$ cat src/sv/assert_macros.svh
// Assertion macros shared by the sample clock setup RTL.
`ifndef ASSERT_MACROS_SVH
`define ASSERT_MACROS_SVH
`ifndef ASSERT_OFF
`define SSCS_ASSERT_IMPL(lbl, clk, rst_n, ante, cons) \
    lbl: assert property (@(posedge clk) disable iff (!rst_n) (ante) |-> (cons)) \
        else $error("sscs implication check failed");
`define SSCS_ASSERT_ALWAYS(lbl, clk, rst_n, prop) \
    lbl: assert property (@(posedge clk) disable iff (!rst_n) (prop)) \
        else $error("sscs invariant check failed");
`else
`define SSCS_ASSERT_IMPL(lbl, clk, rst_n, ante, cons)
`define SSCS_ASSERT_ALWAYS(lbl, clk, rst_n, prop)
`endif
`endif

$ cat src/sv/sscs_pkg.sv
// Types, constants and format tables for the sample clock setup block.
package sscs_pkg;

    localparam int unsigned RATE_MIN_DEF = 1300000;
    localparam int unsigned RATE_MAX_DEF = 15000000;

    localparam int RATE_W = 25;
    localparam int PLL_W  = 24;
    localparam int PROD_W = 28;
    localparam int CAP_W  = 27;
    localparam int LIM_W  = 38;

    // configuration register indexes
    typedef enum logic [2:0] {
        CFG_DECIM_MODE      = 3'd0,
        CFG_FORMAT_MODE     = 3'd1,
        CFG_FIXED_FORMAT    = 3'd2,
        CFG_SWAP_IQ         = 3'd3,
        CFG_BURST_COUNT     = 3'd4,
        CFG_BULK_TRANSFER   = 3'd5,
        CFG_BULK_CAPACITY   = 3'd6,
        CFG_DECIM_AUTO_RATE = 3'd7
    } t_cfg_idx;

    localparam logic [1:0] DECIM_OFF  = 2'd0;
    localparam logic [1:0] DECIM_ON   = 2'd1;
    localparam logic [1:0] DECIM_AUTO = 2'd2;

    localparam logic [1:0] FMODE_FIXED     = 2'd0;
    localparam logic [1:0] FMODE_AUTO_CPLX = 2'd1;
    localparam logic [1:0] FMODE_AUTO_REAL = 2'd2;

    localparam logic [2:0] FMT_252      = 3'd0;
    localparam logic [2:0] FMT_336      = 3'd1;
    localparam logic [2:0] FMT_384      = 3'd2;
    localparam logic [2:0] FMT_504      = 3'd3;
    localparam logic [2:0] FMT_504_S8   = 3'd4;
    localparam logic [2:0] FMT_504_REAL = 3'd5;
    localparam logic [2:0] FMT_672_REAL = 3'd6;
    localparam logic [2:0] FMT_768_REAL = 3'd7;

    localparam logic [1:0]        RST_DECIM_MODE   = DECIM_AUTO;
    localparam logic [1:0]        RST_FORMAT_MODE  = FMODE_AUTO_CPLX;
    localparam logic [2:0]        RST_FIXED_FORMAT = FMT_504;
    localparam logic [3:0]        RST_BURST_COUNT  = 4'd1;
    localparam logic [CAP_W-1:0]  RST_BULK_CAP     = 27'd24576000;
    localparam logic [RATE_W-1:0] RST_AUTO_RATE    = 25'd12096000;

    // bytes per second of one packet per burst at 8000 bursts/s
    localparam logic [CAP_W-1:0] CAP_UNIT = 27'd8192000;

    // samples per packet used by the fit checks, ascending
    localparam int unsigned FIT_SPP [6] = '{252, 336, 384, 504, 672, 768};

    // pll >= MULT_THR[i] means pll * (4 + 2i) * 12 reaches the VCO target
    localparam longint unsigned VCO_TARGET = 64'd202000000;
    localparam logic [PLL_W-1:0] MULT_THR [6] = '{
        24'((VCO_TARGET + 64'd47)  / 64'd48),
        24'((VCO_TARGET + 64'd71)  / 64'd72),
        24'((VCO_TARGET + 64'd95)  / 64'd96),
        24'((VCO_TARGET + 64'd119) / 64'd120),
        24'((VCO_TARGET + 64'd143) / 64'd144),
        24'((VCO_TARGET + 64'd167) / 64'd168)
    };
    localparam logic [3:0] MULT_LAST = 4'd14;
    localparam logic [2:0] CODE_NONE = 3'd7;

    // 4 MHz = 2^8 * REF_DIV; reciprocals for divide and fraction
    localparam logic [19:0] REF_DIV  = 20'd15625;
    localparam logic [20:0] N_RECIP  = 21'(((64'd1 << 34) + 64'd15624) / 64'd15625);
    localparam logic [35:0] FRAC_C   = 36'(((64'd1 << 49) + 64'd15624) / 64'd15625);
    localparam logic [17:0] FRAC_C_HI = FRAC_C[35:18];
    localparam logic [17:0] FRAC_C_LO = FRAC_C[17:0];

    typedef struct packed {
        logic [RATE_W-1:0] rate;
        logic              decim;
        logic [2:0]        fmt;
        logic              over;
        logic [2:0]        code;
    } t_side;

    function automatic logic [3:0] sat_burst(input logic [3:0] cnt);
        logic [3:0] res;
        res = cnt;
        if (cnt == 4'd0) res = 4'd1;
        else if (cnt > 4'd8) res = 4'd8;
        return res;
    endfunction

    function automatic logic [9:0] fmt_step(input logic [2:0] fmt);
        logic [9:0] res;
        unique case (fmt)
            FMT_252:      res = 10'd252;
            FMT_336:      res = 10'd336;
            FMT_384:      res = 10'd384;
            FMT_504:      res = 10'd504;
            FMT_504_S8:   res = 10'd504;
            FMT_504_REAL: res = 10'd504;
            FMT_672_REAL: res = 10'd672;
            FMT_768_REAL: res = 10'd768;
        endcase
        return res;
    endfunction

    function automatic logic [11:0] fmt_reg7(input logic [2:0] fmt);
        logic [11:0] res;
        unique case (fmt)
            FMT_252:      res = 12'h014;
            FMT_336:      res = 12'h005;
            FMT_384:      res = 12'h025;
            FMT_504:      res = 12'hc14;
            FMT_504_S8:   res = 12'hc14;
            FMT_504_REAL: res = 12'h414;
            FMT_672_REAL: res = 12'h405;
            FMT_768_REAL: res = 12'h425;
        endcase
        return res;
    endfunction

    function automatic logic [3:0] fmt_agc(input logic [2:0] fmt);
        logic [3:0] res;
        unique case (fmt)
            FMT_252:      res = 4'h1;
            FMT_336:      res = 4'h5;
            FMT_384:      res = 4'h9;
            FMT_504:      res = 4'hd;
            FMT_504_S8:   res = 4'hd;
            FMT_504_REAL: res = 4'h1;
            FMT_672_REAL: res = 4'h5;
            FMT_768_REAL: res = 4'h9;
        endcase
        return res;
    endfunction

endpackage

$ cat src/sv/sscs_clamp.sv
// Stage 1: decimation bypass decision, rate clamp and PLL rate.
module sscs_clamp #(
    parameter int unsigned RATE_MIN = sscs_pkg::RATE_MIN_DEF,
    parameter int unsigned RATE_MAX = sscs_pkg::RATE_MAX_DEF
) (
    input  logic                          i_clk,
    input  logic                          i_rst_n,
    input  logic                          i_valid,
    input  logic [31:0]                   i_req,
    input  logic [1:0]                    i_decim_mode,
    input  logic [sscs_pkg::RATE_W-1:0]   i_auto_rate,
    output logic                          o_valid,
    output logic [sscs_pkg::RATE_W-1:0]   o_rate,
    output logic [sscs_pkg::PLL_W-1:0]    o_pll,
    output logic                          o_decim
);

    localparam logic [sscs_pkg::RATE_W-1:0] RMIN_LO = sscs_pkg::RATE_W'(RATE_MIN);
    localparam logic [sscs_pkg::RATE_W-1:0] RMIN_HI = sscs_pkg::RATE_W'(2 * RATE_MIN);
    localparam logic [sscs_pkg::RATE_W-1:0] RMAX_LO = sscs_pkg::RATE_W'(RATE_MAX);
    localparam logic [sscs_pkg::RATE_W-1:0] RMAX_HI = sscs_pkg::RATE_W'(2 * RATE_MAX);

    logic                        r_valid;
    logic [sscs_pkg::RATE_W-1:0] r_rate;
    logic [sscs_pkg::PLL_W-1:0]  r_pll;
    logic                        r_decim;

    logic                        n_decim;
    logic [sscs_pkg::RATE_W-1:0] rmin;
    logic [sscs_pkg::RATE_W-1:0] rmax;
    logic [sscs_pkg::RATE_W-1:0] n_rate;
    logic [sscs_pkg::PLL_W-1:0]  n_pll;

    always_comb begin
        n_decim = (i_decim_mode == sscs_pkg::DECIM_ON) ||
                  ((i_decim_mode == sscs_pkg::DECIM_AUTO) && (i_req > 32'(i_auto_rate)));
        rmin = n_decim ? RMIN_HI : RMIN_LO;
        rmax = n_decim ? RMAX_HI : RMAX_LO;
        if (i_req > 32'(rmax)) begin
            n_rate = rmax;
        end else if (i_req < 32'(rmin)) begin
            n_rate = rmin;
        end else begin
            n_rate = i_req[sscs_pkg::RATE_W-1:0];
        end
        n_pll = n_decim ? n_rate[sscs_pkg::RATE_W-1:1] : n_rate[sscs_pkg::PLL_W-1:0];
    end

    always_ff @(posedge i_clk) begin
        if (!i_rst_n) begin
            r_valid <= 1'b0;
        end else begin
            r_valid <= i_valid;
        end
    end

    always_ff @(posedge i_clk) begin
        r_rate  <= n_rate;
        r_pll   <= n_pll;
        r_decim <= n_decim;
    end

    assign o_valid = r_valid;
    assign o_rate  = r_rate;
    assign o_pll   = r_pll;
    assign o_decim = r_decim;

endmodule

$ cat src/sv/sscs_select.sv
// Stage 2: packet format choice against link capacity and VCO multiplier pick.
module sscs_select (
    input  logic                          i_clk,
    input  logic                          i_rst_n,
    input  logic                          i_valid,
    input  logic [sscs_pkg::RATE_W-1:0]   i_rate,
    input  logic [sscs_pkg::PLL_W-1:0]    i_pll,
    input  logic                          i_decim,
    input  logic [1:0]                    i_format_mode,
    input  logic [2:0]                    i_fixed_format,
    input  logic [3:0]                    i_burst,
    input  logic                          i_bulk_transfer,
    input  logic [sscs_pkg::CAP_W-1:0]    i_bulk_capacity,
    output logic                          o_valid,
    output sscs_pkg::t_side               o_side,
    output logic [sscs_pkg::PROD_W-1:0]   o_prod
);

    logic                         r_valid;
    sscs_pkg::t_side              r_side;
    logic [sscs_pkg::PROD_W-1:0]  r_prod;
    logic [sscs_pkg::LIM_W-1:0]   r_lim [6];

    logic [sscs_pkg::CAP_W-1:0]   cap;
    logic [sscs_pkg::LIM_W-1:0]   n_lim [6];
    logic [sscs_pkg::LIM_W-1:0]   rate_scaled;
    logic [5:0]                   fit;
    sscs_pkg::t_side              n_side;
    logic [3:0]                   mult;
    logic [sscs_pkg::PROD_W-1:0]  n_prod;

    // fit limits are registered from the static configuration
    always_comb begin
        cap = i_bulk_transfer ? i_bulk_capacity
                              : sscs_pkg::CAP_W'(i_burst * sscs_pkg::CAP_UNIT);
        for (int i = 0; i < 6; i++) begin
            n_lim[i] = sscs_pkg::LIM_W'(cap) * sscs_pkg::LIM_W'(sscs_pkg::FIT_SPP[i])
                     + sscs_pkg::LIM_W'(sscs_pkg::FIT_SPP[i] - 1);
        end
    end

    always_ff @(posedge i_clk) begin
        r_lim <= n_lim;
    end

    // rate*1024/spp <= cap  <=>  rate*1024 <= cap*spp + spp - 1
    always_comb begin
        rate_scaled = {3'b0, i_rate, 10'b0};
        for (int i = 0; i < 6; i++) begin
            fit[i] = (rate_scaled <= r_lim[i]);
        end
    end

    always_comb begin
        n_side       = '0;
        n_side.rate  = i_rate;
        n_side.decim = i_decim;
        unique case (i_format_mode)
            sscs_pkg::FMODE_FIXED: begin
                n_side.fmt  = i_fixed_format;
                n_side.over = 1'b0;
            end
            sscs_pkg::FMODE_AUTO_REAL: begin
                if (fit[3])      n_side.fmt = sscs_pkg::FMT_504_REAL;
                else if (fit[4]) n_side.fmt = sscs_pkg::FMT_672_REAL;
                else             n_side.fmt = sscs_pkg::FMT_768_REAL;
                n_side.over = !fit[5];
            end
            default: begin
                if (fit[0])      n_side.fmt = sscs_pkg::FMT_252;
                else if (fit[1]) n_side.fmt = sscs_pkg::FMT_336;
                else if (fit[2]) n_side.fmt = sscs_pkg::FMT_384;
                else             n_side.fmt = sscs_pkg::FMT_504;
                n_side.over = !fit[3];
            end
        endcase

        // first even multiplier from 4 up that reaches the VCO target
        mult        = sscs_pkg::MULT_LAST;
        n_side.code = sscs_pkg::CODE_NONE;
        for (int i = 5; i >= 0; i--) begin
            if (i_pll >= sscs_pkg::MULT_THR[i]) begin
                mult        = 4'(4 + 2 * i);
                n_side.code = 3'(i + 1);
            end
        end
        n_prod = sscs_pkg::PROD_W'(i_pll) * sscs_pkg::PROD_W'(mult);
    end

    always_ff @(posedge i_clk) begin
        if (!i_rst_n) begin
            r_valid <= 1'b0;
        end else begin
            r_valid <= i_valid;
        end
    end

    always_ff @(posedge i_clk) begin
        r_side <= n_side;
        r_prod <= n_prod;
    end

    assign o_valid = r_valid;
    assign o_side  = r_side;
    assign o_prod  = r_prod;

endmodule

$ cat src/sv/sscs_pll.sv
// Stages 3 to 5: integer divider and 21-bit fraction of pll*mult over 4 MHz.
module sscs_pll (
    input  logic                          i_clk,
    input  logic                          i_rst_n,
    input  logic                          i_valid,
    input  sscs_pkg::t_side               i_side,
    input  logic [sscs_pkg::PROD_W-1:0]   i_prod,
    output logic                          o_valid,
    output sscs_pkg::t_side               o_side,
    output logic [3:0]                    o_n,
    output logic [20:0]                   o_frac
);

    logic            r3_valid;
    sscs_pkg::t_side r3_side;
    logic [19:0]     r3_q1;
    logic [7:0]      r3_low8;
    logic [5:0]      r3_n;

    logic            r4_valid;
    sscs_pkg::t_side r4_side;
    logic [21:0]     r4_rem;
    logic [5:0]      r4_n;

    logic            r5_valid;
    sscs_pkg::t_side r5_side;
    logic [39:0]     r5_ph;
    logic [39:0]     r5_pl;
    logic [5:0]      r5_n;

    logic [40:0]     n_nprod;
    logic [19:0]     n_s;
    logic [39:0]     n_ph;
    logic [39:0]     n_pl;
    logic [57:0]     frac_sum;

    // quotient by reciprocal of the odd factor of 4 MHz
    assign n_nprod = {21'b0, i_prod[27:8]} * {20'b0, sscs_pkg::N_RECIP};
    assign n_s     = r3_q1 - 20'(r3_n) * sscs_pkg::REF_DIV;
    // frac = rem * 2^13 / 15625, constant split in two 18-bit halves
    assign n_ph    = 40'(r4_rem) * 40'(sscs_pkg::FRAC_C_HI);
    assign n_pl    = 40'(r4_rem) * 40'(sscs_pkg::FRAC_C_LO);
    assign frac_sum = {r5_ph, 18'b0} + 58'(r5_pl);

    always_ff @(posedge i_clk) begin
        if (!i_rst_n) begin
            r3_valid <= 1'b0;
            r4_valid <= 1'b0;
            r5_valid <= 1'b0;
        end else begin
            r3_valid <= i_valid;
            r4_valid <= r3_valid;
            r5_valid <= r4_valid;
        end
    end

    always_ff @(posedge i_clk) begin
        r3_side <= i_side;
        r3_q1   <= i_prod[27:8];
        r3_low8 <= i_prod[7:0];
        r3_n    <= n_nprod[39:34];
        r4_side <= r3_side;
        r4_rem  <= {n_s[13:0], r3_low8};
        r4_n    <= r3_n;
        r5_side <= r4_side;
        r5_ph   <= n_ph;
        r5_pl   <= n_pl;
        r5_n    <= r4_n;
    end

    assign o_valid = r5_valid;
    assign o_side  = r5_side;
    assign o_n     = r5_n[3:0];
    assign o_frac  = frac_sum[56:36];

endmodule

$ cat src/sv/sdr_sample_clock_setup_top.sv
// Top level of the sample clock setup block: config registers, pipeline, output packing.
// Takes one rate request per clock on i_start while o_busy is low and presents its result
// with o_valid after the transfer; o_valid lasts one cycle and cannot be held off.
// o_busy is high during reset and in the first cycle after it. A request passes the six
// register stages: clamp, format and VCO multiplier pick, reciprocal divide, remainder,
// fraction partial products and the output register. Configuration writes are registered
// and belong in idle periods.
module sdr_sample_clock_setup_top #(
    parameter int unsigned RATE_MIN = sscs_pkg::RATE_MIN_DEF,
    parameter int unsigned RATE_MAX = sscs_pkg::RATE_MAX_DEF
) (
    input  logic                          i_clk,
    input  logic                          i_rst_n,
    input  logic                          i_start,
    output logic                          o_busy,
    input  logic [31:0]                   i_requested_rate,
    input  logic                          i_cfg_we,
    input  logic [2:0]                    i_cfg_addr,
    input  logic [sscs_pkg::CAP_W-1:0]    i_cfg_data,
    output logic                          o_valid,
    output logic [sscs_pkg::RATE_W-1:0]   o_clamped_rate,
    output logic [2:0]                    o_chosen_format,
    output logic [9:0]                    o_frame_step,
    output logic [3:0]                    o_divider_int,
    output logic [20:0]                   o_divider_frac,
    output logic [16:0]                   o_reg3_word,
    output logic [19:0]                   o_reg4_word,
    output logic [11:0]                   o_reg7_word,
    output logic                          o_over_capacity
);

`include "assert_macros.svh"

    logic                        r_busy;
    logic [1:0]                  r_decim_mode;
    logic [1:0]                  r_format_mode;
    logic [2:0]                  r_fixed_format;
    logic                        r_swap_iq;
    logic [3:0]                  r_burst_count;
    logic                        r_bulk_transfer;
    logic [sscs_pkg::CAP_W-1:0]  r_bulk_capacity;
    logic [sscs_pkg::RATE_W-1:0] r_auto_rate;

    logic                        r_valid;
    logic [sscs_pkg::RATE_W-1:0] r_clamped_rate;
    logic [2:0]                  r_chosen_format;
    logic [9:0]                  r_frame_step;
    logic [3:0]                  r_divider_int;
    logic [20:0]                 r_divider_frac;
    logic [16:0]                 r_reg3_word;
    logic [19:0]                 r_reg4_word;
    logic [11:0]                 r_reg7_word;
    logic                        r_over_capacity;

    logic                        w_accept;
    logic [3:0]                  burst;

    logic                        s1_valid;
    logic [sscs_pkg::RATE_W-1:0] s1_rate;
    logic [sscs_pkg::PLL_W-1:0]  s1_pll;
    logic                        s1_decim;

    logic                        s2_valid;
    sscs_pkg::t_side             s2_side;
    logic [sscs_pkg::PROD_W-1:0] s2_prod;

    logic                        s5_valid;
    sscs_pkg::t_side             s5_side;
    logic [3:0]                  s5_n;
    logic [20:0]                 s5_frac;

    logic                        real_fmt;
    logic [2:0]                  burst_m1;
    logic [16:0]                 n_reg3;
    logic [11:0]                 n_reg7;

    assign w_accept = i_start && !r_busy;
    assign burst    = sscs_pkg::sat_burst(r_burst_count);

    always_ff @(posedge i_clk) begin
        if (!i_rst_n) begin
            r_busy          <= 1'b1;
            r_decim_mode    <= sscs_pkg::RST_DECIM_MODE;
            r_format_mode   <= sscs_pkg::RST_FORMAT_MODE;
            r_fixed_format  <= sscs_pkg::RST_FIXED_FORMAT;
            r_swap_iq       <= 1'b0;
            r_burst_count   <= sscs_pkg::RST_BURST_COUNT;
            r_bulk_transfer <= 1'b0;
            r_bulk_capacity <= sscs_pkg::RST_BULK_CAP;
            r_auto_rate     <= sscs_pkg::RST_AUTO_RATE;
        end else begin
            r_busy <= 1'b0;
            if (i_cfg_we) begin
                unique case (sscs_pkg::t_cfg_idx'(i_cfg_addr))
                    sscs_pkg::CFG_DECIM_MODE:      r_decim_mode    <= i_cfg_data[1:0];
                    sscs_pkg::CFG_FORMAT_MODE:     r_format_mode   <= i_cfg_data[1:0];
                    sscs_pkg::CFG_FIXED_FORMAT:    r_fixed_format  <= i_cfg_data[2:0];
                    sscs_pkg::CFG_SWAP_IQ:         r_swap_iq       <= i_cfg_data[0];
                    sscs_pkg::CFG_BURST_COUNT:     r_burst_count   <= i_cfg_data[3:0];
                    sscs_pkg::CFG_BULK_TRANSFER:   r_bulk_transfer <= i_cfg_data[0];
                    sscs_pkg::CFG_BULK_CAPACITY:   r_bulk_capacity <= i_cfg_data;
                    sscs_pkg::CFG_DECIM_AUTO_RATE:
                        r_auto_rate <= i_cfg_data[sscs_pkg::RATE_W-1:0];
                endcase
            end
        end
    end

    sscs_clamp #(
        .RATE_MIN (RATE_MIN),
        .RATE_MAX (RATE_MAX)
    ) u_clamp (
        .i_clk        (i_clk),
        .i_rst_n      (i_rst_n),
        .i_valid      (w_accept),
        .i_req        (i_requested_rate),
        .i_decim_mode (r_decim_mode),
        .i_auto_rate  (r_auto_rate),
        .o_valid      (s1_valid),
        .o_rate       (s1_rate),
        .o_pll        (s1_pll),
        .o_decim      (s1_decim)
    );

    sscs_select u_select (
        .i_clk           (i_clk),
        .i_rst_n         (i_rst_n),
        .i_valid         (s1_valid),
        .i_rate          (s1_rate),
        .i_pll           (s1_pll),
        .i_decim         (s1_decim),
        .i_format_mode   (r_format_mode),
        .i_fixed_format  (r_fixed_format),
        .i_burst         (burst),
        .i_bulk_transfer (r_bulk_transfer),
        .i_bulk_capacity (r_bulk_capacity),
        .o_valid         (s2_valid),
        .o_side          (s2_side),
        .o_prod          (s2_prod)
    );

    sscs_pll u_pll (
        .i_clk   (i_clk),
        .i_rst_n (i_rst_n),
        .i_valid (s2_valid),
        .i_side  (s2_side),
        .i_prod  (s2_prod),
        .o_valid (s5_valid),
        .o_side  (s5_side),
        .o_n     (s5_n),
        .o_frac  (s5_frac)
    );

    always_comb begin
        real_fmt = (s5_side.fmt >= sscs_pkg::FMT_504_REAL);
        burst_m1 = 3'(burst - 4'd1);
        n_reg3   = {1'b1, sscs_pkg::fmt_agc(s5_side.fmt), s5_n, s5_frac[20],
                    real_fmt && !r_swap_iq, real_fmt && r_swap_iq, s5_side.code, 2'b11};
        n_reg7   = sscs_pkg::fmt_reg7(s5_side.fmt)
                 | {2'b0, r_swap_iq, burst_m1, 2'b0, s5_side.decim, 3'b0};
    end

    always_ff @(posedge i_clk) begin
        if (!i_rst_n) begin
            r_valid <= 1'b0;
        end else begin
            r_valid <= s5_valid;
        end
    end

    always_ff @(posedge i_clk) begin
        r_clamped_rate  <= s5_side.rate;
        r_chosen_format <= s5_side.fmt;
        r_frame_step    <= sscs_pkg::fmt_step(s5_side.fmt);
        r_divider_int   <= s5_n;
        r_divider_frac  <= s5_frac;
        r_reg3_word     <= n_reg3;
        r_reg4_word     <= s5_frac[19:0];
        r_reg7_word     <= n_reg7;
        r_over_capacity <= s5_side.over;
    end

    assign o_busy          = r_busy;
    assign o_valid         = r_valid;
    assign o_clamped_rate  = r_clamped_rate;
    assign o_chosen_format = r_chosen_format;
    assign o_frame_step    = r_frame_step;
    assign o_divider_int   = r_divider_int;
    assign o_divider_frac  = r_divider_frac;
    assign o_reg3_word     = r_reg3_word;
    assign o_reg4_word     = r_reg4_word;
    assign o_reg7_word     = r_reg7_word;
    assign o_over_capacity = r_over_capacity;

    // a result appears only for a transfer that was accepted
    `SSCS_ASSERT_IMPL(a_latency, i_clk, i_rst_n, r_valid, $past(w_accept, 6))
    // results without bypass stay within the base range
    `SSCS_ASSERT_IMPL(a_base_range, i_clk, i_rst_n, r_valid && !r_reg7_word[3],
        (r_clamped_rate >= sscs_pkg::RATE_W'(RATE_MIN)) &&
        (r_clamped_rate <= sscs_pkg::RATE_W'(RATE_MAX)))
    // fixed format never reports a capacity overrun
    `SSCS_ASSERT_IMPL(a_fixed_over, i_clk, i_rst_n,
        r_valid && (r_format_mode == sscs_pkg::FMODE_FIXED), !r_over_capacity)
    // integer divider and fraction fields agree with the packed words
    `SSCS_ASSERT_IMPL(a_pack, i_clk, i_rst_n, r_valid,
        (r_reg3_word[11:8] == r_divider_int) && (r_reg3_word[7] == r_divider_frac[20]))

endmodule
$ cat config.mk
export PLATFORM = sky130hd
export DESIGN_NAME = sdr_sample_clock_setup_top
export DESIGN_NICKNAME = d
export VERILOG_FILES = /design/src/sv/sscs_pkg.sv /design/src/sv/sscs_clamp.sv /design/src/sv/sscs_select.sv /design/src/sv/sscs_pll.sv /design/src/sv/sdr_sample_clock_setup_top.sv
export VERILOG_INCLUDE_DIRS = /design/src /design/src/sv
export SDC_FILE = /design/constraint.sdc
export NUM_CORES = 2
export LEC_CHECK = 0
export ABC_AREA = 1
export BUFFER_PORTS_ARGS = -buffer_cell sky130_fd_sc_hd__buf_2
export CORE_MARGIN = 2
export CORE_UTILIZATION = 35
export DETAILED_ROUTE_END_ITERATION = 12
export PLACE_DENSITY_LB_ADDON = 0.2
export SLEW_MARGIN = 40
export SYNTH_ARGS = -nofsm -noshare
export SYNTH_HDL_FRONTEND = slang
export SYNTH_SLANG_ARGS = --single-unit
$ cat constraint.sdc
create_clock -name i_clk -period 18.58 [get_ports i_clk]
set_clock_uncertainty 0.1 [all_clocks]
set_input_delay 2.787 -clock i_clk [delete_from_list [all_inputs] [get_ports i_clk]]
set_output_delay 2.787 -clock i_clk [all_outputs]
set_load 0.01 [all_outputs]
==> impl_results.md <==
* Status: completed
* Core area at 0.146 sq mm
* Worst slack at placement at 11,060 ps
* RSZ-0062 raised after global routing: no
* Num CTS Buffers at 69
* Setup crit end kind: flip-flop
* WP buf/inv at 5
* Clk pin slew, worst setup/hold paths at 70 ps
* Yosys reg bits at 560
* Crit path DAT at 7930 ps
* Worst Max-Slew Pin Slew at 912 ps
* Vias in the first global route at 40,800
* Post-synthesis sequential area ratio at 0.217
* # nets final at 7,697
* DR vias/cell at 4.74
* Fillers at 15,000
* Clk Latency, worst-skew pair at 670 ps
* Top sig layer: met4
* CP max stage cell: fa_1
* Initial core utilization at 0.353
* Global route overflow at 0
* Total of max-cap violations at 0
* Post-Syn Instances at 6,034
* Primary FF master, synth: dfxtp_1
* Register area at 0.0112 sq mm
* Most common cell after layout, fill and taps aside: inv_1
* Full die area at 0.151 sq mm
* Most used cell, CP: nand2_1
* Ratio of final minimum period to clock period at 0.402
* HPWL Detailed at 120,000 um
* Asr flop ratio synth at 0
* Post-synth top area cell: dfxtp_1
* Met3 wire length at 4050 um
* Total iterations of the first detailed-routing run at 6
* Final wirelength at 143,000 um
* Remaining antenna violation count at 0
* Max-slew violation count at 0
* Final hold vios at 0
* Htree depth at 3
* Clock sink count at 560
* Crit path kind: reg2reg
* Area delta synth->final at 10.8%
* Placed cell area at 0.0547 sq mm
* EDFF count, synth at 0
* CP max stage delay at 580 ps
* Worst path required time at 19,050 ps
* Share of cells above drive strength 1 at 0.0639
* First-pass GRT wire length at 227,000 um
* Worst min path class: reg2reg
* Multi-input logic area at 0.0351 sq mm
* Die H at 388 um
* Synth area leaders: dfxtp_1 22%, ha_1 21%, fa_1 20%
* Fin crit period at 7470 ps
* Netlist cell types at 69
* Post-Syn Area at 0.0516 sq mm
* Worst Setup Start Kind: flip-flop
* # port buffers at 171
* Largest net degree at the start of global routing at 64
* Final setup vio count at 0
* Initial antenna violation count at 3
* GPL Wtd Cong at 0.900
* Setup ws final at 11,110 ps
* Post-CTS setup buffer count at 0
* Sum Neg Setup Slack at 0 ps
* Cell family with most CP delay: adder cells
* Initial DRC count at 1,724
* Mean area per synthesized cell at 8.56 sq um
* Post-synth top area share at 0.217
* Clock Path Buffers at 3
* Met2 wire length at 68,800 um
* Syn. warnings at 0
* I/O Pins at 181
* Worst-path maximum fanout at 6
* Hold WS at 212 ps
* Fmax at 134 MHz
* Met1 WL at 64,700 um
* Post-CTS Resized at 0
* Most frequent cells in the layout: 1,292 x inv_1, 885 x ha_1, 847 x nand2_1
* Per-cell routed wire length at 17.4 um
* Final Instance Area at 0.0572 sq mm
* Rel. slew slack at 0.391
* FP Rows at 140
* Drt drc at 0
* CTS tree: yes
* Cts hold-fix bufs at 0
* Root Driver: clkbuf_16
* DR vias at 38,900
* DIE WIDTH at 388 um
* GRT Total Usage at 0.193
-- cells in the mapped netlist (7+ instances only) --
cell type	instances
o21a_1	17
xnor2_1	66
a21boi_1	7
nor3_1	57
nand2_1	847
a211oi_1	15
dfxtp_1	560
clkbuf_1	51
a31oi_1	24
o21ai_0	219
o21bai_1	23
a21oi_1	370
nand3_1	185
inv_2	16
xor2_1	158
buf_4	35
ha_1	885
nor2_4	7
o21ai_1	20
inv_1	1293
a221oi_1	7
nand4_1	94
o31ai_1	8
a21boi_0	10
nand3b_1	10
o211ai_1	26
a21o_1	23
fa_1	513
nor2_1	369
nor4_1	23
-- routing by layer --
layer | vias up | global-route usage
li1 | 19600 | -
met1 | 18500 | 0.243
met2 | 566 | 0.340
met3 | 179 | 0.0215
met4 | 0 | 0.0698
met5 | - | 0
-- through the flow --
stage                util  instances
floorplan               -       6046
global placement    0.375       8079
detailed placement  0.375       8079
CTS                 0.391       8204
global route        0.391       8204
finish              0.392       8205
-- worst register-to-register path, delay by kind of cell (launching register included) --
| family | cells | cell delay [ps] |
|---|---|---|
| buffers and inverters | 5 | 690 |
| AO/OA/AOI/OAI | 3 | 1100 |
| flip-flops | 1 | 350 |
| XOR/XNOR | 2 | 480 |
| adder cells (fa/ha/maj) | 6 | 2920 |
| AND/OR/NAND/NOR | 17 | 1730 |
-- worst paths after layout --
| kind | startpoint | to | slack [ps] | depth (start not counted) |
|---|---|---|---|---|
| worst max-delay path | r_burst_count[3]$_SDFFE_PN0P_ | u_select.r_lim[110]$_DFF_P_ | 11110 | 33 |
| worst max register to register | r_burst_count[3]$_SDFFE_PN0P_ | u_select.r_lim[110]$_DFF_P_ | 11110 | 33 |
| worst min register to register | n_reg7[10]$_SDFF_PP1_ | o_reg7_word[10]$_DFF_P_ | 210 | 0 |
| worst min-delay path | n_reg7[10]$_SDFF_PP1_ | o_reg7_word[10]$_DFF_P_ | 210 | 0 |
-- cell type report --
cell class	instances	area share
clock inverter	40	0.00958
multi-input combinational	4088	0.614
inverter	1311	0.0860
clock buffer	85	0.0334
antenna	1	0.0000438
tap	1917	0.0419
sequential	560	0.196
timing repair buffer	203	0.0192
-- flip-flops by register name (all words and copies together) (netlist names), 5 cells and up --
register	cells
u_select.r_lim	83
u_pll.r5_ph	36
u_pll.o_side	33
u_pll.r3_side	33
u_pll.r4_side	33
u_select.o_side	33
r_bulk_capacity	27
u_select.o_prod	27
o_clamped_rate	25
r_auto_rate	25
u_clamp.o_rate	25
u_clamp.o_pll	24
u_pll.r4_rem	21
u_pll.r5_pl	21
o_reg4_word	19
u_pll.r3_q1	14
o_reg7_word	10
o_reg3_word	9
o_frame_step	7
u_pll.r3_low8	7
u_pll.r3_n	6
n_reg7	5
-- cell families after synthesis --
logic type	Yosys count	share of synthesized area
and+or+nand+nor	1647	0.138
DFF	560	0.217
other	2	0.000145
muxes	1	0.000194
xor gates and xnor gates	231	0.0404
AOI/OAI and AO/OA	797	0.0867
adders and majority gates	1398	0.413
buffers and inverters	1398	0.104
Power is left out: the tool's default activity adds up to more than one toggle a clock period on the data nets, which glitch-free logic cannot reach.
